## config.mk

```make
export PLATFORM = sky130hd
export DESIGN_NAME = encoder_driven_stepper_pulser
export DESIGN_NICKNAME = d
export VERILOG_FILES = /design/src/design/edsp_pkg.sv /design/src/design/edsp_div.sv /design/src/design/edsp_ctrl.sv /design/src/design/edsp_dp.sv /design/src/design/encoder_driven_stepper_pulser.sv
export VERILOG_INCLUDE_DIRS = /design/src /design/src/design
export SDC_FILE = /design/constraint.sdc
export NUM_CORES = 1
export LEC_CHECK = 0
export BUFFER_PORTS_ARGS = -buffer_cell sky130_fd_sc_hd__buf_4
export CAP_MARGIN = 15
export CELL_PAD_IN_SITES_DETAIL_PLACEMENT = 1
export CELL_PAD_IN_SITES_GLOBAL_PLACEMENT = 1
export CORE_MARGIN = 2
export CORE_UTILIZATION = 44
export CTS_BUF_LIST = sky130_fd_sc_hd__clkbuf_2
export DETAILED_ROUTE_END_ITERATION = 7
export GPL_TIMING_DRIVEN = 0
export PLACE_DENSITY_LB_ADDON = 0.25
export REMOVE_ABC_BUFFERS = 1
export SETUP_SLACK_MARGIN = 0.05
export SYNTH_ARGS = -nofsm -noshare
export SYNTH_HDL_FRONTEND = slang
export SYNTH_HIERARCHICAL = 1
export SYNTH_SLANG_ARGS = --single-unit
```

## constraint.sdc

```tcl
create_clock -name i_clk -period 3.89 [get_ports i_clk]
set_input_delay 0.389 -clock i_clk [delete_from_list [all_inputs] [get_ports i_clk]]
set_output_delay 0.389 -clock i_clk [all_outputs]
set_load 0.02 [all_outputs]
```

## src/design/encoder_driven_stepper_pulser_defines.svh

```systemverilog
// Assertion macros shared by the stepper pulser modules.
// Needs a clock i_clk and a synchronous active-low reset i_rst_n in scope.
`ifndef ENCODER_DRIVEN_STEPPER_PULSER_DEFINES_SVH
`define ENCODER_DRIVEN_STEPPER_PULSER_DEFINES_SVH

// Same-cycle implication, disabled during reset
`define EDSP_ASSERT_IMP(lbl, ante, cons, msg) \
    lbl: assert property (@(posedge i_clk) disable iff (!i_rst_n) (ante) |-> (cons)) \
        else $error(msg);

// Next-cycle implication, disabled during reset
`define EDSP_ASSERT_NXT(lbl, ante, cons, msg) \
    lbl: assert property (@(posedge i_clk) disable iff (!i_rst_n) (ante) |=> (cons)) \
        else $error(msg);

`endif

```

## src/design/edsp_pkg.sv

```systemverilog
// Shared types and constants for the encoder driven stepper pulser.
// No dependencies; used by the controller, datapath, divider and top level.
`default_nettype none

package edsp_pkg;

    // Word widths on the stream ports
    localparam int IN_TDATA_W  = 24;
    localparam int IN_TUSER_W  = 3;
    localparam int OUT_TDATA_W = 56;
    localparam int CFG_IDX_W   = 3;
    localparam int CFG_DATA_W  = 20;

    // Field widths
    localparam int POS_W    = 16;
    localparam int SPEED_W  = 15;
    localparam int PERIOD_W = 20;
    localparam int SHIFT_W  = 3;
    localparam int MOD_W    = POS_W + 1;

    // Serial divider: one quotient bit a cycle
    localparam int DIV_STEPS = PERIOD_W;
    localparam int DIV_CNT_W = $clog2(DIV_STEPS);

    // Command codes carried in tuser
    typedef enum logic [2:0] {
        OP_PIN    = 3'd0,
        OP_TICK   = 3'd1,
        OP_RUN_ON = 3'd2,
        OP_RUN_OFF = 3'd3,
        OP_ZERO   = 3'd4,
        OP_LOAD   = 3'd5
    } t_opcode;

    // Configuration register indexes
    localparam logic [CFG_IDX_W-1:0] CFG_ROLLOVER = 3'd0;
    localparam logic [CFG_IDX_W-1:0] CFG_CRUISE   = 3'd1;
    localparam logic [CFG_IDX_W-1:0] CFG_MSHIFT   = 3'd2;
    localparam logic [CFG_IDX_W-1:0] CFG_BASE     = 3'd3;

    // Configuration reset values
    localparam logic [POS_W-1:0]    RST_ROLLOVER = 16'd100;
    localparam logic                RST_CRUISE   = 1'b1;
    localparam logic [SHIFT_W-1:0]  RST_MSHIFT   = 3'd1;
    localparam logic [PERIOD_W-1:0] RST_BASE     = 20'd300000;

    // Encoder decoding
    localparam logic [1:0]       DETENT  = 2'b11;
    localparam logic [POS_W-1:0] CCW_SIG = 16'h0102;
    localparam logic [POS_W-1:0] CW_SIG  = 16'h0201;
    localparam logic signed [POS_W-1:0] COUNT_LIMIT = 16'sd32767;
    localparam logic [PERIOD_W-1:0] ELAPSED_MAX = 20'hF_FFFF;

    // Controller to datapath commands
    typedef struct packed {
        logic latch;      // capture the input word
        logic hist;       // shift a pin state into the history
        logic start_mod;  // start the wrap modulo
        logic take_mod;   // commit the wrapped position and click count
        logic click;      // finish a detent sample
        logic simple;     // apply a simple command
        logic pulse_set;  // step mode pulse
        logic run_stop;   // drop the run flag
        logic start_per;  // start the period division
        logic take_per;   // commit the new period
        logic out_load;   // load the result word
    } t_cmd;

    // Datapath to controller status
    typedef struct packed {
        t_opcode op;
        logic    detent;
        logic    sig_match;
        logic    pos_changed;
        logic    cruise;
        logic    speed_zero;
        logic    div_done;
    } t_status;

endpackage

`default_nettype wire

```

## src/design/edsp_div.sv

```systemverilog
// Restoring serial divider giving quotient and remainder, one bit a cycle.
// Depends on edsp_pkg and the assertion macro header.
`default_nettype none

`include "encoder_driven_stepper_pulser_defines.svh"

module edsp_div (
    input  wire logic                          i_clk,
    input  wire logic                          i_rst_n,
    input  wire logic                          i_start,
    input  wire logic [edsp_pkg::PERIOD_W-1:0] i_dividend,
    input  wire logic [edsp_pkg::MOD_W-1:0]    i_divisor,
    output logic                               o_done,
    output logic [edsp_pkg::PERIOD_W-1:0]      o_quotient,
    output logic [edsp_pkg::MOD_W-1:0]         o_remainder
);

    logic                              r_busy;
    logic                              r_done;
    logic [edsp_pkg::DIV_CNT_W-1:0]    r_cnt;
    logic [edsp_pkg::MOD_W-1:0]        r_rem;
    logic [edsp_pkg::MOD_W-1:0]        r_dsr;
    logic [edsp_pkg::PERIOD_W-1:0]     r_quo;

    logic [edsp_pkg::MOD_W:0]          w_trial;
    logic [edsp_pkg::MOD_W:0]          w_diff;
    logic                              w_ge;

    // Trial subtract of the shifted partial remainder
    assign w_trial = {r_rem, r_quo[edsp_pkg::PERIOD_W-1]};
    assign w_ge    = (w_trial >= {1'b0, r_dsr});
    assign w_diff  = w_trial - {1'b0, r_dsr};

    // Control: busy flag, step count and done strobe
    always_ff @(posedge i_clk) begin
        if (!i_rst_n) begin
            r_busy <= 1'b0;
            r_done <= 1'b0;
            r_cnt  <= '0;
        end else begin
            r_done <= 1'b0;
            if (i_start) begin
                r_busy <= 1'b1;
                r_cnt  <= '0;
            end else if (r_busy) begin
                if (r_cnt == edsp_pkg::DIV_CNT_W'(edsp_pkg::DIV_STEPS - 1)) begin
                    r_busy <= 1'b0;
                    r_done <= 1'b1;
                end else begin
                    r_cnt <= r_cnt + 1'b1;
                end
            end
        end
    end

    // Payload: shift the dividend through, build the quotient
    always_ff @(posedge i_clk) begin
        if (i_start) begin
            r_rem <= '0;
            r_quo <= i_dividend;
            r_dsr <= i_divisor;
        end else if (r_busy) begin
            r_rem <= w_ge ? w_diff[edsp_pkg::MOD_W-1:0] : w_trial[edsp_pkg::MOD_W-1:0];
            r_quo <= {r_quo[edsp_pkg::PERIOD_W-2:0], w_ge};
        end
    end

    assign o_done      = r_done;
    assign o_quotient  = r_quo;
    assign o_remainder = r_rem;

    `EDSP_ASSERT_IMP(a_no_restart, i_start, !r_busy, "divider started while busy")
    `EDSP_ASSERT_IMP(a_rem_below, r_done, r_rem < r_dsr, "remainder not below divisor")

endmodule

`default_nettype wire

```

## src/design/edsp_ctrl.sv

```systemverilog
// Sequencer for the stepper pulser: walks each command word through decode,
// divider passes and result hand-off. Depends on edsp_pkg and the macro header.
`default_nettype none

`include "encoder_driven_stepper_pulser_defines.svh"

module edsp_ctrl (
    input  wire logic              i_clk,
    input  wire logic              i_rst_n,
    input  wire logic              i_s_tvalid,
    output logic                   o_s_tready,
    output logic                   o_m_tvalid,
    input  wire logic              i_m_tready,
    input  wire edsp_pkg::t_status i_status,
    output edsp_pkg::t_cmd         o_cmd
);

    typedef enum logic [2:0] {
        S_IDLE,
        S_DECODE,
        S_MOD,
        S_CLICK,
        S_EVT,
        S_PER,
        S_OUT
    } t_state;

    t_state         r_state;
    t_state         n_state;
    logic           r_out_valid;
    edsp_pkg::t_cmd w_cmd;

    // Next state and commands
    always_comb begin
        n_state = r_state;
        w_cmd   = '0;
        case (r_state)
            S_IDLE: begin
                if (i_s_tvalid) begin
                    w_cmd.latch = 1'b1;
                    n_state     = S_DECODE;
                end
            end
            S_DECODE: begin
                case (i_status.op)
                    edsp_pkg::OP_PIN: begin
                        if (!i_status.detent) begin
                            w_cmd.hist = 1'b1;
                            n_state    = S_OUT;
                        end else if (i_status.sig_match) begin
                            w_cmd.start_mod = 1'b1;
                            n_state         = S_MOD;
                        end else begin
                            n_state = S_CLICK;
                        end
                    end
                    edsp_pkg::OP_RUN_ON, edsp_pkg::OP_RUN_OFF: begin
                        w_cmd.simple = 1'b1;
                        n_state      = S_EVT;
                    end
                    default: begin
                        w_cmd.simple = 1'b1;
                        n_state      = S_OUT;
                    end
                endcase
            end
            S_MOD: begin
                if (i_status.div_done) begin
                    w_cmd.take_mod = 1'b1;
                    n_state        = S_CLICK;
                end
            end
            S_CLICK: begin
                w_cmd.click = 1'b1;
                n_state     = i_status.pos_changed ? S_EVT : S_OUT;
            end
            S_EVT: begin
                if (!i_status.cruise) begin
                    w_cmd.pulse_set = 1'b1;
                    n_state         = S_OUT;
                end else if (i_status.speed_zero) begin
                    w_cmd.run_stop = 1'b1;
                    n_state        = S_OUT;
                end else begin
                    w_cmd.start_per = 1'b1;
                    n_state         = S_PER;
                end
            end
            S_PER: begin
                if (i_status.div_done) begin
                    w_cmd.take_per = 1'b1;
                    n_state        = S_OUT;
                end
            end
            S_OUT: begin
                if (!r_out_valid || i_m_tready) begin
                    w_cmd.out_load = 1'b1;
                    n_state        = S_IDLE;
                end
            end
            default: n_state = S_IDLE;
        endcase
    end

    // State and result valid
    always_ff @(posedge i_clk) begin
        if (!i_rst_n) begin
            r_state     <= S_IDLE;
            r_out_valid <= 1'b0;
        end else begin
            r_state <= n_state;
            if (w_cmd.out_load) begin
                r_out_valid <= 1'b1;
            end else if (i_m_tready) begin
                r_out_valid <= 1'b0;
            end
        end
    end

    assign o_s_tready = (r_state == S_IDLE);
    assign o_m_tvalid = r_out_valid;
    assign o_cmd      = w_cmd;

    `EDSP_ASSERT_NXT(a_one_at_a_time, i_s_tvalid && o_s_tready, !o_s_tready,
        "second word accepted while one is in work")
    `EDSP_ASSERT_IMP(a_done_expected, i_status.div_done, r_state == S_MOD || r_state == S_PER,
        "divider finished outside a divide state")
    `EDSP_ASSERT_NXT(a_result_shown, w_cmd.out_load, o_m_tvalid,
        "result word loaded but not presented")

endmodule

`default_nettype wire

```

## src/design/edsp_dp.sv

```systemverilog
// Datapath of the stepper pulser: configuration, encoder state, timing and
// the result register. Depends on edsp_pkg and edsp_div.
`default_nettype none

module edsp_dp (
    input  wire logic                             i_clk,
    input  wire logic                             i_rst_n,
    input  wire logic [edsp_pkg::IN_TDATA_W-1:0]  i_s_tdata,
    input  wire logic [edsp_pkg::IN_TUSER_W-1:0]  i_s_tuser,
    input  wire logic                             i_cfg_valid,
    input  wire logic [edsp_pkg::CFG_IDX_W-1:0]   i_cfg_index,
    input  wire logic [edsp_pkg::CFG_DATA_W-1:0]  i_cfg_data,
    input  wire edsp_pkg::t_cmd                   i_cmd,
    output edsp_pkg::t_status                     o_status,
    output logic [edsp_pkg::OUT_TDATA_W-1:0]      o_m_tdata
);

    // Configuration
    logic [edsp_pkg::POS_W-1:0]    r_rollover;
    logic                          r_cruise;
    logic [edsp_pkg::SHIFT_W-1:0]  r_mshift;
    logic [edsp_pkg::PERIOD_W-1:0] r_base;

    // Encoder and timing state
    logic [edsp_pkg::POS_W-1:0]        r_hist;
    logic [edsp_pkg::POS_W-1:0]        r_pos;
    logic signed [edsp_pkg::POS_W-1:0] r_count;
    logic [edsp_pkg::SPEED_W-1:0]      r_speed;
    logic                              r_dir;
    logic [edsp_pkg::PERIOD_W-1:0]     r_period;
    logic [edsp_pkg::PERIOD_W-1:0]     r_elapsed;
    logic                              r_run;
    logic                              r_mstop;

    // Word in work
    logic [edsp_pkg::IN_TUSER_W-1:0] r_op;
    logic [1:0]                      r_pins;
    logic [edsp_pkg::POS_W-1:0]      r_pos_val;
    logic [edsp_pkg::POS_W-1:0]      r_before;
    logic                            r_pulse;
    logic [edsp_pkg::OUT_TDATA_W-1:0] r_out_data;

    logic                          w_ccw;
    logic                          w_cw;
    logic [edsp_pkg::MOD_W-1:0]    w_mod;
    logic [edsp_pkg::MOD_W-1:0]    w_mod_num;
    logic [edsp_pkg::POS_W-1:0]    w_abs;
    logic [edsp_pkg::PERIOD_W-1:0] w_el_inc;
    logic                          w_tick_pulse;
    logic [edsp_pkg::PERIOD_W-1:0] w_dividend;
    logic [edsp_pkg::MOD_W-1:0]    w_divisor;
    logic                          w_div_done;
    logic [edsp_pkg::PERIOD_W-1:0] w_quo;
    logic [edsp_pkg::MOD_W-1:0]    w_rem;
    logic                          w_cfg_cruise;

    // Click signatures and the wrap modulus (zero rollover means a full 16-bit wrap)
    assign w_ccw = (r_hist == edsp_pkg::CCW_SIG);
    assign w_cw  = (r_hist == edsp_pkg::CW_SIG);
    assign w_mod = (r_rollover == '0) ? {1'b1, {edsp_pkg::POS_W{1'b0}}}
                                      : {1'b0, r_rollover};
    assign w_mod_num = w_ccw ? ({1'b0, r_pos} + w_mod - 1'b1) : ({1'b0, r_pos} + 1'b1);

    // Speed magnitude from the signed click count
    assign w_abs = r_count[edsp_pkg::POS_W-1] ? ('0 - $unsigned(r_count)) : $unsigned(r_count);

    // Tick: saturating elapsed count and the fire test
    assign w_el_inc = (r_run && r_elapsed != edsp_pkg::ELAPSED_MAX) ? r_elapsed + 1'b1
                                                                    : r_elapsed;
    assign w_tick_pulse = r_cruise && r_run && (r_speed != '0) && (w_el_inc > r_period);

    // Shared divider: wrap modulo or base delay over speed
    assign w_dividend = i_cmd.start_per ? r_base
                                        : {{(edsp_pkg::PERIOD_W-edsp_pkg::MOD_W){1'b0}}, w_mod_num};
    assign w_divisor  = i_cmd.start_per ? {2'b00, r_speed} : w_mod;

    edsp_div u_div (
        .i_clk       (i_clk),
        .i_rst_n     (i_rst_n),
        .i_start     (i_cmd.start_mod || i_cmd.start_per),
        .i_dividend  (w_dividend),
        .i_divisor   (w_divisor),
        .o_done      (w_div_done),
        .o_quotient  (w_quo),
        .o_remainder (w_rem)
    );

    assign w_cfg_cruise = i_cfg_data[0];

    // Configuration and block state
    always_ff @(posedge i_clk) begin
        if (!i_rst_n) begin
            r_rollover <= edsp_pkg::RST_ROLLOVER;
            r_cruise   <= edsp_pkg::RST_CRUISE;
            r_mshift   <= edsp_pkg::RST_MSHIFT;
            r_base     <= edsp_pkg::RST_BASE;
            r_hist     <= '0;
            r_pos      <= '0;
            r_count    <= '0;
            r_speed    <= '0;
            r_dir      <= 1'b0;
            r_period   <= '0;
            r_elapsed  <= '0;
            r_run      <= 1'b1;
            r_mstop    <= 1'b0;
            r_pulse    <= 1'b0;
        end else begin
            // Register writes; a mode change zeroes the encoder under the new mode
            if (i_cfg_valid) begin
                case (i_cfg_index)
                    edsp_pkg::CFG_ROLLOVER: r_rollover <= i_cfg_data[edsp_pkg::POS_W-1:0];
                    edsp_pkg::CFG_CRUISE: begin
                        if (w_cfg_cruise != r_cruise) begin
                            r_cruise <= w_cfg_cruise;
                            r_pos    <= '0;
                            r_count  <= '0;
                            r_speed  <= '0;
                            if (w_cfg_cruise) begin
                                r_run <= 1'b0;
                            end
                        end
                    end
                    edsp_pkg::CFG_MSHIFT: r_mshift <= i_cfg_data[edsp_pkg::SHIFT_W-1:0];
                    edsp_pkg::CFG_BASE:   r_base   <= i_cfg_data;
                    default: ;
                endcase
            end

            if (i_cmd.latch) begin
                r_pulse <= 1'b0;
            end

            // Away from detent: shift the pin state in
            if (i_cmd.hist) begin
                r_hist <= {r_hist[edsp_pkg::POS_W-5:0], 2'b00, r_pins};
            end

            // Commit a click: wrapped position, direction, saturating count
            if (i_cmd.take_mod) begin
                r_pos <= w_rem[edsp_pkg::POS_W-1:0];
                if (w_ccw) begin
                    r_dir <= 1'b1;
                    if (r_count > -edsp_pkg::COUNT_LIMIT) begin
                        r_count <= r_count - 16'sd1;
                    end
                end else begin
                    r_dir <= 1'b0;
                    if (r_count < edsp_pkg::COUNT_LIMIT) begin
                        r_count <= r_count + 16'sd1;
                    end
                end
            end

            // Finish a detent sample: cruise speed and direction, clear history
            if (i_cmd.click) begin
                r_hist <= '0;
                if (r_cruise) begin
                    r_speed <= w_abs[edsp_pkg::SPEED_W-1:0];
                    r_dir   <= r_count[edsp_pkg::POS_W-1];
                end
            end

            // Simple commands
            if (i_cmd.simple) begin
                case (edsp_pkg::t_opcode'(r_op))
                    edsp_pkg::OP_TICK: begin
                        if (w_tick_pulse) begin
                            r_pulse   <= 1'b1;
                            r_elapsed <= '0;
                        end else begin
                            r_elapsed <= w_el_inc;
                        end
                    end
                    edsp_pkg::OP_RUN_ON: begin
                        r_run   <= 1'b1;
                        r_mstop <= 1'b0;
                    end
                    edsp_pkg::OP_RUN_OFF: begin
                        r_run   <= 1'b0;
                        r_mstop <= 1'b1;
                    end
                    edsp_pkg::OP_ZERO: begin
                        r_pos   <= '0;
                        r_count <= '0;
                        r_speed <= '0;
                        if (r_cruise) begin
                            r_run <= 1'b0;
                        end
                    end
                    edsp_pkg::OP_LOAD: r_pos <= r_pos_val;
                    default: ;
                endcase
            end

            // Position change outcomes
            if (i_cmd.pulse_set) begin
                r_pulse <= 1'b1;
            end
            if (i_cmd.run_stop) begin
                r_run <= 1'b0;
            end
            if (i_cmd.take_per) begin
                r_period <= w_quo >> r_mshift;
                if (!r_mstop) begin
                    r_run <= 1'b1;
                end
            end
        end
    end

    // Input word capture and result word
    always_ff @(posedge i_clk) begin
        if (i_cmd.latch) begin
            r_op      <= i_s_tuser;
            r_pins    <= i_s_tdata[1:0];
            r_pos_val <= i_s_tdata[edsp_pkg::POS_W+1:2];
            r_before  <= r_pos;
        end
        if (i_cmd.out_load) begin
            r_out_data <= {2'b00, r_run, r_period, r_speed, r_pos, r_dir, r_pulse};
        end
    end

    always_comb begin
        o_status.op          = edsp_pkg::t_opcode'(r_op);
        o_status.detent      = (r_pins == edsp_pkg::DETENT);
        o_status.sig_match   = w_ccw || w_cw;
        o_status.pos_changed = (r_pos != r_before);
        o_status.cruise      = r_cruise;
        o_status.speed_zero  = (r_speed == '0);
        o_status.div_done    = w_div_done;
    end

    assign o_m_tdata = r_out_data;

endmodule

`default_nettype wire

```

## src/design/encoder_driven_stepper_pulser.sv

```systemverilog
// Encoder driven stepper pulser: each input word is a pin sample, a microsecond
// tick or a command, and yields one result word with step pulse, direction,
// position, speed, period and run flag. Words are handled one at a time. Tick,
// zero, load, unused opcodes and off-detent samples go from decode straight to
// the result hand-off; run on and off pass the event step first, and detent
// samples without a click the click step. A detent sample with a click runs the
// 20-step serial divider for the wrap modulo and, when the speed is non-zero in
// cruise mode, again for the period; run on and off in cruise mode with non-zero
// speed also run the shared divider for the period.
// A new word is taken while the previous result waits on the output.
// Configuration writes are taken at any time and should come while idle.
// Depends on edsp_pkg, edsp_ctrl, edsp_dp and edsp_div.
`default_nettype none

module encoder_driven_stepper_pulser (
    input  wire logic                            i_clk,
    input  wire logic                            i_rst_n,
    // Input words
    input  wire logic                            s_axis_tvalid,
    output logic                                 s_axis_tready,
    // tdata, lowest bit up: pin_a, pin_b, position_value[15:0], zero fill
    input  wire logic [edsp_pkg::IN_TDATA_W-1:0] s_axis_tdata,
    // tuser: opcode[2:0]
    input  wire logic [edsp_pkg::IN_TUSER_W-1:0] s_axis_tuser,
    // Result words
    output logic                                 m_axis_tvalid,
    input  wire logic                            m_axis_tready,
    // tdata, lowest bit up: step_pulse, step_dir, position[15:0], speed[14:0],
    // step_period[19:0], running, zero fill
    output logic [edsp_pkg::OUT_TDATA_W-1:0]     m_axis_tdata,
    // Configuration writes
    input  wire logic                            i_cfg_valid,
    output logic                                 o_cfg_ready,
    input  wire logic [edsp_pkg::CFG_IDX_W-1:0]  i_cfg_index,
    input  wire logic [edsp_pkg::CFG_DATA_W-1:0] i_cfg_data
);

    edsp_pkg::t_cmd    w_cmd;
    edsp_pkg::t_status w_status;

    // Register writes are always accepted
    assign o_cfg_ready = 1'b1;

    edsp_ctrl u_ctrl (
        .i_clk      (i_clk),
        .i_rst_n    (i_rst_n),
        .i_s_tvalid (s_axis_tvalid),
        .o_s_tready (s_axis_tready),
        .o_m_tvalid (m_axis_tvalid),
        .i_m_tready (m_axis_tready),
        .i_status   (w_status),
        .o_cmd      (w_cmd)
    );

    edsp_dp u_dp (
        .i_clk       (i_clk),
        .i_rst_n     (i_rst_n),
        .i_s_tdata   (s_axis_tdata),
        .i_s_tuser   (s_axis_tuser),
        .i_cfg_valid (i_cfg_valid),
        .i_cfg_index (i_cfg_index),
        .i_cfg_data  (i_cfg_data),
        .i_cmd       (w_cmd),
        .o_status    (w_status),
        .o_m_tdata   (m_axis_tdata)
    );

endmodule

`default_nettype wire
```

After elaboration in Yosys (flattened, before gate mapping)
Index checks and enable logic that the tools add are counted.

Bits of input ports: 55. Register bits: 295. Logic and storage cells: 188.

Reduce and logical (&&, ||, !) cells: 29. Equal/unequal tests: 25. Muxes and demuxes: 89. $add $sub $neg: 9. Bitwise logic cells: 3. Magnitude comparators: 4. Shifts and indexed selects: 1.

Operator list (count): two-way mux 16 bit (14); two-way mux 15 bit (9); two-way mux 20 bit (5); two-way mux 17 bit (3); two-way mux 1 bit (41); one-hot mux 16 bit (2 select lines) (1); two-way mux 3 bit (7); one-hot mux 3 bit (7 select lines) (1); adder 20 x 1 -> 20 bit, second input constant (1); greater-than comparator 20 bit (1); inequality test 20 bit, second input constant (1); >> shifter 20 x 3 -> 20 bit (1); == test 3 x 2 -> 1 bit, second input constant (6); >= comparator 18 x 17 -> 1 bit (1); adder 16 x 1 -> 17 bit, second input constant (1); adder 16 x 17 -> 17 bit (1); subtractor 17 x 1 -> 17 bit, second input constant (1); subtractor 17 bit (1); adder 16 x 2 -> 16 bit, second input constant (1); greater-than comparator 16 bit, second input constant (1); zero test 16 bit (1); < comparator 16 bit, second input constant (1); inequality test 16 bit (1); subtractor 16 x 2 -> 16 bit, second input constant (1); 28 further kinds (58).

Longest topological paths before layout
Gate-level depths: netlist of run 1.

Depth after elaboration: 10. Gate-level depth with buffers: 16.

Modules after synthesis
The synthesis of run 1 kept the hierarchy.

Modules (own cells, without submodules): edsp_dp (instances 1, cells each 1480, area each 13355.3 um2); edsp_div (instances 1, cells each 293, area each 3315.7 um2); edsp_ctrl (instances 1, cells each 56, area each 392.9 um2); encoder_driven_stepper_pulser (instances 1, cells each 2, area each 11.3 um2).

Least setup slack after synthesis of run 1
Ideal clock, no wire load.

Kind: reg2reg. Start: register u_dp/r_elapsed[0] (netlist name). End: register u_dp/r_elapsed[10] (netlist name). Clock period less this slack: 3.674 ns. Cell stages (with the launch flop): 17. Slack: 0.216 ns. Arrival: 3.557 ns. Cells stage by stage: dfxtp_1 ha_1 buf_2 nand2_1 or4_1 o21ai_2 nor2_1 nand3_1 xnor2_1 ha_1 nand4_1 or4_1 a21o_1 and3_1 o31ai_1 buf_2 nor2_1.

Word-level cells in the longest chain between the ends: 6.

RTL lines: start: declaration (line edsp_dp.sv:31) `logic [edsp_pkg::PERIOD_W-1:0] r_elapsed;`; start signal: assignment (line edsp_dp.sv:171) `r_elapsed <= w_el_inc;`; branches (longest 2 deep; another with adder 20 x 1 -> 20 bit); two-way mux 20 bit (*) (line edsp_dp.sv:68) `assign w_el_inc = (r_run && r_elapsed != edsp_pkg::ELAPSED_MAX) ? r_elapsed + 1'b1`; greater-than comparator 20 bit (line edsp_dp.sv:70) `assign w_tick_pulse = r_cruise && r_run && (r_speed != '0) && (w_el_inc > r_period);`; logical AND 1 bit (line edsp_dp.sv:70); two-way mux 20 bit (*) (line edsp_dp.sv:167) `if (w_tick_pulse) begin`.

Mark *: on every way between the ends. A chain may end at the register's enable or synchronous reset.

Worst setup path in the final report of run 1
Start: register u_dp/r_elapsed[0] (netlist name). End: register u_dp/r_elapsed[2] (netlist name).

Same word-level chain as after synthesis.

==> flow_metrics.tcl, run 1 <==
set metrics [dict create \
    grt_pass1_wl_um 80980 \
    core_area_mm2 0.03847 \
    via_count 14494 \
    crit_cells 13 \
    wire_per_inst_um 19.83 \
    postRouteAntennaNets 0 \
    htree_levels 3 \
    gp_congestion 0.8846 \
    crit_path_end_kind "register" \
    synthArstFlopShare 0 \
    status "completed" \
    grt_max_degree 110 \
    hp-class "primary input to register" \
    cp.arrival_ps 4550 \
    grt_usage 0.2503 \
    root_buffer "clkbuf_2" \
    n_fill_cell 4451 \
    holdCritStartpoint "s_axis_tdata[8]" \
    rsz0062_at_grt "true" \
    p_per_area_mw_per_mm2 353.9 \
    routed_wl_um 51090 \
    drv_slew 0 \
    postSynthCellCount 1831 \
    cts_tree "done" \
    cap_violations 0 \
    io_pins 114 \
    period_needed_ps 3715 \
    final_nets 2119 \
    seq_area_frac_synth 0.4209 \
    drtIter0Drc 800 \
    via_per_inst 5.624 \
    r2r_slack_ps 180 \
    clk_path_buf_depth 3 \
    stdcell_count 2577 \
    first_pass_iters 5 \
    whs_path_depth 2 \
    reg2regPathDepth 13 \
    antenna_found_initial 3 \
    synth_enable_flop_cells 128 \
    placed_cells 2350 \
    numCtsBuffers 85 \
    finalSetupViolCount 0 \
    crit_slowest_cell "or4_4" \
    port_buffers 104 \
    fp-row-count 72 \
    worst_slew_pin_slew_ps 1151 \
    r2r-start "u_dp/r_elapsed[0]" \
    path_class "register to register" \
    max-vdd-ir-drop_mv 0.3899 \
    synth_seq_cells 295 \
    drive_gt1_frac 0.1808 \
    crit_required_ps 4720 \
    die_h_um 201.0 \
    min_to "u_dp/r_pos_val[6]" \
    dpl.hpwl_um 36330 \
    grt-ovfl-total 0 \
    max_slew_margin 0.2319 \
    critical_path.cell_chain "ha_4, nand4_1, nor4_4, buf_4, nor4bb_4, xor2_1, ha_1, nand4_1, or4_4, a21o_1, and2_1, a221o_1, a32o_1" \
    total_power_uw 7001 \
    clock_latency_ps 960 \
    start_util 0.4439 \
    cts_sinks 295 \
    cp_max_fo 8 \
    finalHoldViolations 0 \
    path_common_cell "nand4_1" \
    area_delta_synth_final_pct 15.86 \
    grt_pass1_vias 15085 \
    period_share 0.9550 \
    critPathMaxStageDelay_ps 610 \
    ys.warnings.count 6 \
    r2r_end "u_dp/r_elapsed[2]" \
    synth_flop_cell "dfxtp_1" \
    fp.dieArea_mm2 0.04040 \
    critical_path.top_delay_family "simple AND/OR/NAND/NOR gates" \
    drc_errors 0 \
    fp.dieW_um 201.0 \
    worstSetupStartpointType "register" \
    clk_pin_slew_worst_paths_ps 120 \
    max_clock_freq_mhz 269.2 \
    synth_area_per_cell_um2 9.326 \
    leakage_uw 0.007811 \
    syn_area_mm2 0.01708 \
    clock_skew_ps 57.85 \
    yosys.cell_types.count 99 \
    critPathBufInv 1 \
]
[flip-flops by register name, indices dropped and copies added, names as in the netlist, 2 cells and up]
| name | cells |
|---|---|
| u_dp/o_m_tdata | 54 |
| u_dp/r_op | 3 |
| u_dp/r_count | 16 |
| u_dp/u_div/o_remainder | 17 |
| u_dp/r_period | 20 |
| u_dp/u_div/r_dsr | 17 |
| u_dp/r_before | 16 |
| u_dp/u_div/r_cnt | 5 |
| u_dp/r_base | 20 |
| u_dp/r_pos_val | 16 |
| u_dp/r_pos | 16 |
| u_dp/r_elapsed | 20 |
| u_dp/r_speed | 15 |
| u_dp/r_pins | 2 |
| u_dp/r_hist | 8 |
| u_dp/r_rollover | 16 |
| u_dp/u_div/o_quotient | 20 |
| u_dp/r_mshift | 3 |
| u_ctrl/r_state | 3 |
[report_power, final]
part,total [µW],switching (µW),internal (µW),leakage (µW)
sequential,3610,183,3420,0.00259
combinational,1050,604,442,0.00461
clock,2350,1410,939,0.000603
[layer usage]
metal | global-route usage | part of all wire
met5 | 0 | 0.00022
met2 | 0.4178 | 0.48
met1 | 0.3199 | 0.45
met3 | 0.04935 | 0.042
met4 | 0.09630 | 0.028
[area by class of cell]
type | instances | area [µm²] | area share
well taps | 518 | 648.1 | 0.03276
inverters | 117 | 442.9 | 0.02239
clock inverters | 29 | 138.9 | 0.007020
diodes | 2 | 5.005 | 0.0002530
multi-input cells | 1305 | 9062 | 0.4581
repair inverters | 1 | 7.507 | 0.0003795
repair buffers | 183 | 1627 | 0.08222
flip-flops and latches | 295 | 7217 | 0.3648
clock buffers | 127 | 635.6 | 0.03213
[worst max path at each step]
stage                                   from                         to  slack, ps
final                      u_dp/r_elapsed[0]          u_dp/r_elapsed[2]        180
after floorplan            u_ctrl/r_state[2]   u_dp/u_div/o_quotient[0]       -880
after global placement       u_dp/r_speed[4]  u_dp/u_div/o_quotient[17]      -3220
after detailed placement   u_dp/r_elapsed[0]         u_dp/r_elapsed[11]       -760
after CTS                 u_dp/r_elapsed[11]          u_dp/r_elapsed[2]         50
after global routing       u_dp/r_elapsed[0]          u_dp/r_elapsed[2]          6
[placed cells by master (no fill, tap or decap), drive strengths merged, types with 21 or more instances in the layout]
cell type	n
inv	120
nand2	226
a21boi	30
nor4	24
a31oi	26
and2	21
nand4	32
or3	22
mux2	26
o21ai	77
nor2b	32
nand3	54
buf	129
ha	74
nor2	108
xor2	49
clkinv	24
nor3	36
dfxtp	167
edfxtp	128
clkbuf	127
dlygate4sd3	54
xnor2	56
a21oi	77
mux2i	72
[what timing repair did]
action	4_1_cts	5_1_grt
setup buffers	6	6
pin swaps	6	7
gates cloned	1	0
hold endpoints to repair	71	0
endpoints found under the setup margin	41	46
resized for setup	22	32
hold buffers	54	0
[cell families after synthesis]
| logic type | Yosys count | synth area share |
|---|---|---|
| buffers and inverters | 232 | 0.06038 |
| adder cells (fa/ha/maj) | 76 | 0.05657 |
| XOR/XNOR | 105 | 0.05386 |
| AND/OR/NAND/NOR | 639 | 0.1896 |
| other | 2 | 0.0004398 |
| AO/OA/AOI/OAI | 383 | 0.1575 |
| flip-flops | 295 | 0.4209 |
| multiplexers | 99 | 0.06067 |
[cell usage after synthesis, types with 16 or more instances]
library cell	number	area (µm²)
nor2b_1	32	200.2
buf_2	19	95.09
clkbuf_1	66	247.7
or3_1	21	131.4
edfxtp_1	128	3844
dfxtp_1	167	3343
ha_1	74	925.9
mux2_2	25	281.5
nand2_1	226	848.3
o21ai_0	68	340.3
a31oi_1	26	162.7
and2_1	21	131.4
o211a_1	19	190.2
inv_1	117	439.2
nand2b_1	16	100.1
nand3_1	54	270.3
a21boi_0	28	210.2
nor2_1	108	405.4
mux2i_1	72	720.7
xor2_1	49	429.2
xnor2_1	56	490.5
nand4_1	32	200.2
nor4_1	21	131.4
nor3_1	34	170.2
a21oi_1	76	380.4
o211ai_1	19	142.6
[through the flow]
| stage | setup slack, ps | TNS, ps | instance area (µm²) | hold slack [ps] | util |
|---|---|---|---|---|---|
| global placement | -3222 | -306230 | 17920 | 417.9 | 0.4657 |
| global route | 6.437 | 0 | 19780 | 56.26 | 0.5143 |
| detailed placement | -761.4 | -16600 | 18110 | 416.6 | 0.4708 |
| floorplan | -875.4 | -38780 | 16490 | 400.5 | - |
| CTS | 54.41 | 0 | 19600 | 28.60 | 0.5096 |
| finish | 175.2 | 0 | 19780 | 139.5 | 0.5143 |
Power figures use the tool's default switching activity.
==> run 2, diff against run 1 <==
Settings changed: BUFFER_PORTS_ARGS -buffer_cell sky130_fd_sc_hd__buf_4 to -buffer_cell sky130_fd_sc_hd__buf_2.
==> flow_metrics.tcl, run 2 (synthesis results as in run 1) <==
set metrics [dict create \
    status "completed" \
    grt_max_degree 62 \
    root_buffer "clkbuf_2" \
    mostFrequentLayoutCells "nand2_1, dfxtp_1, edfxtp_1" \
    drtIter0Drc 853 \
    critPathMaxStageDelay_ps 510 \
    cp_max_fo 12 \
    fp.dieArea_mm2 0.04040 \
    critical_path.cell_chain "ha_4, nand2_1, or4_4, o21ai_4, nor2_1, nand3_1, xnor2_1, ha_1, nand4_1, or4_4, a21o_1, and3_1, o31ai_4, buf_12, nor2_1" \
    path_class "register to register" \
    critical_path.top_delay_family "simple AND/OR/NAND/NOR gates" \
    postRouteAntennaNets 0 \
    final_nets 2118 \
    die_h_um 201.0 \
    numCtsBuffers 86 \
    first_pass_iters 5 \
    grt_pass1_vias 15274 \
    met3_usage 0.04448 \
    grt_usage 0.2559 \
    grt_use_met1 0.3312 \
    clk_path_buf_depth 3 \
    fp.dieW_um 201.0 \
    r2r_end "u_dp/r_elapsed[6]" \
    leakage_uw 0.007759 \
    routed_wl_um 51730 \
    grt-ovfl-total 0 \
    crit_path_end_kind "register" \
    drv_slew 0 \
    reg2regPathDepth 15 \
    io_pins 114 \
    period_share 0.9627 \
    clock_skew_ps 73.12 \
    max_clock_freq_mhz 267.0 \
    finalHoldViolations 0 \
    r2r-start "u_dp/r_elapsed[0]" \
    whs_path_depth 2 \
    hp-class "primary input to register" \
    clk_pin_slew_worst_paths_ps 130 \
    core_area_mm2 0.03847 \
    via_per_inst 5.655 \
    critPathBufInv 1 \
    top_usage_layer "met2" \
    finalSetupViolCount 0 \
    crit_slowest_cell "or4_4" \
    final_common_cell "nand2_1" \
    crit_required_ps 4730 \
    period_needed_ps 3745 \
    worst_slew_pin_slew_ps 1145 \
    crit_cells 15 \
    area_delta_synth_final_pct 14.80 \
    grt_pass1_wl_um 82650 \
    clock_latency_ps 1000 \
    cts_tree "done" \
    fin_hold_ws_ps 116.8 \
    rsz0062_at_grt "true" \
    gr-usage-met2 0.4265 \
    via_count 14568 \
    wire_per_inst_um 20.08 \
    p_per_area_mw_per_mm2 364.7 \
    holdCritStartpoint "s_axis_tdata[16]" \
    dpl.hpwl_um 36740 \
    fp-row-count 72 \
    start_util 0.4439 \
    r2r_slack_ps 140 \
    gp_congestion 0.8844 \
    cap_violations 0 \
    drive_gt1_frac 0.1809 \
    max_slew_margin 0.2356 \
    max-vdd-ir-drop_mv 0.4558 \
    drc_errors 0 \
    cp.arrival_ps 4580 \
    cts_sinks 295 \
    min_to "u_dp/r_pos_val[14]" \
    antenna_found_initial 3 \
    setup_tns_ps 0 \
    port_buffers 104 \
    worstSetupStartpointType "register" \
    htree_levels 3 \
    largest_reg_flops 54 \
    final_util 0.5096 \
]
-- run 2: stage by stage --
| stage | instances | setup slack, ps | power, µW | instance area, µm² |
|---|---|---|---|---|
| CTS | 2569 | 63.20 | 7235 | 19450 |
| detailed placement | 2352 | -797.2 | 4627 | 17900 |
| global placement | 2339 | -3292 | 4562 | 17660 |
| finish | 2576 | 144.9 | 7150 | 19600 |
| floorplan | 1717 | -875.4 | 4244 | 16490 |
| global route | 2576 | 10.10 | 7527 | 19600 |
-- run 2: worst max-delay path by stage --
stage / start / slack (ps) / end
4_1_cts: u_dp/r_op[0] / 60 / u_dp/r_count[13]
3_3_place_gp: u_dp/r_speed[4] / -3290 / u_dp/u_div/o_quotient[19]
6_report: u_dp/r_elapsed[0] / 140 / u_dp/r_elapsed[6]
3_5_place_dp: u_dp/r_elapsed[0] / -800 / u_dp/r_elapsed[9]
2_1_floorplan: u_ctrl/r_state[2] / -880 / u_dp/u_div/o_quotient[0]
5_1_grt: u_dp/r_elapsed[0] / 10 / u_dp/r_elapsed[9]
-- run 2: layout make-up --
type | count | area, µm²
fillers | 4473 | 18860
clock inverters | 36 | 232.7
flip-flops and latches | 295 | 7212
multi-input cells | 1305 | 9075
repair inverters | 1 | 7.507
diodes | 2 | 5.005
repair buffers | 181 | 1374
well taps | 518 | 648.1
clock buffers | 121 | 605.6
inverters | 117 | 442.9
-- run 2: routing by layer --
metal	up-vias	share of wire
met5	-	0.00031
met1	7244	0.45
met3	96	0.042
li1	6938	-
met4	2	0.030
met2	288	0.48
-- run 2: power breakdown --
part           internal, µW  switching, µW  total (µW)  leakage, µW
Sequential             3430            184        3610      0.00259
Combinational           416            607        1020      0.00455
Clock                  1050           1470        2520     0.000620
Total                  4890           2260        7150      0.00776
-- run 2: what timing repair did --
item | 4_1_cts | 5_1_grt
cloned | 1 | 0
buffers inserted | 6 | 3
hold buffers | 53 | 0
pin swaps | 7 | 4
gates resized for setup | 23 | 29
hold endpoints to repair | 113 | 0
endpoints found under the setup margin | 43 | 50
==> run 3, diff against run 2 <==
Settings changed: CORE_ASPECT_RATIO from default to 0.6, CTS_CLUSTER_DIAMETER from default to 40, SYNTH_HIERARCHICAL 1 to default.
==> flow_metrics.tcl, run 3 <==
set metrics [dict create \
    fp.dieArea_mm2 0.03923 \
    synth_flop_cell "dfxtp_1" \
    finalHoldViolations 0 \
    drc_errors 0 \
    wire_per_inst_um 22.64 \
    ys.warnings.count 0 \
    grt_pass1_vias 15447 \
    htree_levels 3 \
    final_nets 2169 \
    fp.dieW_um 254.4 \
    synth_seq_cells 295 \
    rsz0062_at_grt "true" \
    die_h_um 154.2 \
    yosys.area.top_type "edfxtp_1" \
    cts_tree "done" \
    area_delta_synth_final_pct 16.68 \
    synth_area_per_cell_um2 8.812 \
    hp-class "primary input to register" \
    cts_sinks 295 \
    synth_top_area_frac 0.2323 \
    period_needed_ps 3883 \
    leakage_uw 0.007523 \
    io_pins 114 \
    power_frac_clock 0.317 \
    grt_pass1_wl_um 89160 \
    n_fill_cell 4270 \
    clock_skew_ps 69.31 \
    dpl_cell_area_mm2 0.01749 \
    start_util 0.4511 \
    placed_cells 2384 \
    dpl.hpwl_um 40710 \
    stdcell_count 2605 \
    largest_reg_flops 54 \
    multi_input_area_mm2 0.008665 \
    dr_wl_met2_um 24850 \
    synth_commonest_cells "nand2_1, dfxtp_1, nor2_1" \
    numCtsBuffers 75 \
    root_buffer "clkbuf_2" \
    finalSetupViolCount 0 \
    synth_enable_flop_cells 128 \
    cp.arrival_ps 4710 \
    crit_required_ps 4720 \
    grt_max_degree 72 \
    syn_area_mm2 0.01655 \
    cp_max_fo 9 \
    grt-ovfl-total 0 \
    crit_path_end_kind "register" \
    yosys.cell_types.count 90 \
    max_slew_margin 0.2860 \
    seq_area_frac_synth 0.4343 \
    status "completed" \
    crit_slowest_cell "dfxtp_4" \
    path_class "register to register" \
    clock_latency_ps 980 \
    seqCellArea_mm2 0.007219 \
    clk_pin_slew_worst_paths_ps 130 \
    port_buffers 104 \
    max_clock_freq_mhz 257.6 \
    core_area_mm2 0.03669 \
    via_count 15526 \
    antenna_found_initial 2 \
    cap_violations 0 \
    p_sw_frac 0.3385 \
    pwr-share-seq 0.498 \
    synth_area_leaders "edfxtp_1, dfxtp_1, ha_1" \
    postSynthCellCount 1878 \
    p_int_uw 4894 \
    fp-row-count 54 \
    clk_path_buf_depth 3 \
    p_per_area_mw_per_mm2 383.1 \
    critPathMaxStageDelay_ps 410 \
    via_per_inst 5.960 \
    mostFrequentLayoutCells "nand2_1, dfxtp_1, nor2_1" \
    final_area_mm2 0.01931 \
    worst_slew_pin_slew_ps 1061 \
    gp_congestion 0.8790 \
    drv_slew 0 \
    worstSetupStartpointType "register" \
    drive_gt1_frac 0.1705 \
    top_layer "met5" \
    p_comb_frac 0.185 \
    synthArstFlopShare 0 \
    drtIter0Drc 1499 \
    max-vdd-ir-drop_mv 0.3505 \
    critical_path.cell_chain "nand4_1, buf_4, nor2_4, nand3_1, nand2_2, mux2_2, ha_1, a21oi_1, o21ai_0, a22o_1, o21ai_4, buf_6, nand2_4, o32ai_2" \
    met3_length_um 4997 \
    period_share 0.9981 \
    grt_usage 0.2939 \
    final_common_cell "nand2_1" \
    postRouteAntennaNets 0 \
    routed_wl_um 58970 \
    first_pass_iters 6 \
    critical_path.top_delay_family "compound AO/OA/AOI/OAI gates" \
    yosysMostFrequentCell "nand2_1" \
    met1Wirelength_um 27740 \
    critPathBufInv 2 \
    p_sw_uw 2504 \
]
run 3: cell count changes after synthesis, moves of 27 or more:
cell and change:
mux2i_1 -30, xor2_1 -29, a21boi_0 -27, a21oi_1 +53, o21ai_0 +36, nor2_1 +40
run 3: logic make-up (layout without fill, tap and decap cells):
group	Yosys count	in the layout	share of synthesized area
AO/OA/AOI/OAI	446	446	0.1722
XOR/XNOR	88	88	0.04657
adder cells (fa/ha/maj)	76	76	0.05837
buffers and inverters	244	465	0.05980
flip-flops	295	295	0.4343
multiplexers	47	47	0.03085
other	2	4	0.0004538
AND/OR/NAND/NOR	680	680	0.1975
run 3: metrics by stage:
step	util	total power, µW	setup TNS (ps)	hold slack [ps]	setup slack (ps)
2_1_floorplan	-	4512	-19720	408.2	-546.7
3_3_place_gp	0.4687	4914	-411700	417.3	-4264
3_5_place_dp	0.4767	5012	-14620	426.1	-925.1
4_1_cts	0.5149	7390	0	17.53	33.76
5_1_grt	0.5263	7737	-970.9	67.85	-137.6
6_report	0.5263	7397	0	104.3	7.373
run 3: power groups by stage:
stage	Clock, µW	Sequential [µW]	Combinational (µW)
CTS	2380	3680	1330
global placement	0	3760	1150
floorplan	0	3710	803
finish	2350	3690	1370
global route	2530	3710	1500
detailed placement	0	3760	1250
run 3: cell type report:
cell class | instances | share of cell area
Multi-Input combinational cell | 1340 | 0.4487
Sequential cell | 295 | 0.3739
Timing Repair Buffer | 198 | 0.08203
Tap cell | 504 | 0.03266
Clock buffer | 117 | 0.03032
Inverter | 128 | 0.02508
Clock inverter | 22 | 0.007192
Antenna cell | 1 | 0.0001296
run 3: tightest hold or removal path: cells and delay by family:
| kind | cells | cell delay, ps |
|---|---|---|
| buffers and inverters | 1 | 130 |
| multiplexers | 1 | 130 |
| AND/OR/NAND/NOR | 4 | 380 |
run 3: worst paths after layout:
path                            from            endpoint  slack (ps)  cells past startpoint
setup / recovery  u_dp.r_elapsed[15]   u_dp.r_elapsed[0]           7                     14
hold / removal           i_cfg_valid    u_dp.r_mshift[0]         100                      6
setup reg to reg  u_dp.r_elapsed[15]   u_dp.r_elapsed[0]           7                     14
hold reg to reg    u_dp.r_period[15]  u_dp.o_m_tdata[48]         440                      0
run 3: what timing repair did:
item / 4_1_cts / 5_1_grt
buffers inserted: 7 / 18
setup endpoints to repair: 36 / 32
hold buffers: 51 / 1
resized for setup: 31 / 43
endpoints found under the hold margin: 71 / 15
pin swaps: 6 / 14
run 3: metal layers:
metal,GRT usage,vias to the layer above
met1,0.4394,7686
met3,0.06799,100
met2,0.4172,612
li1,-,7126
met5,0,-
met4,0.08964,2
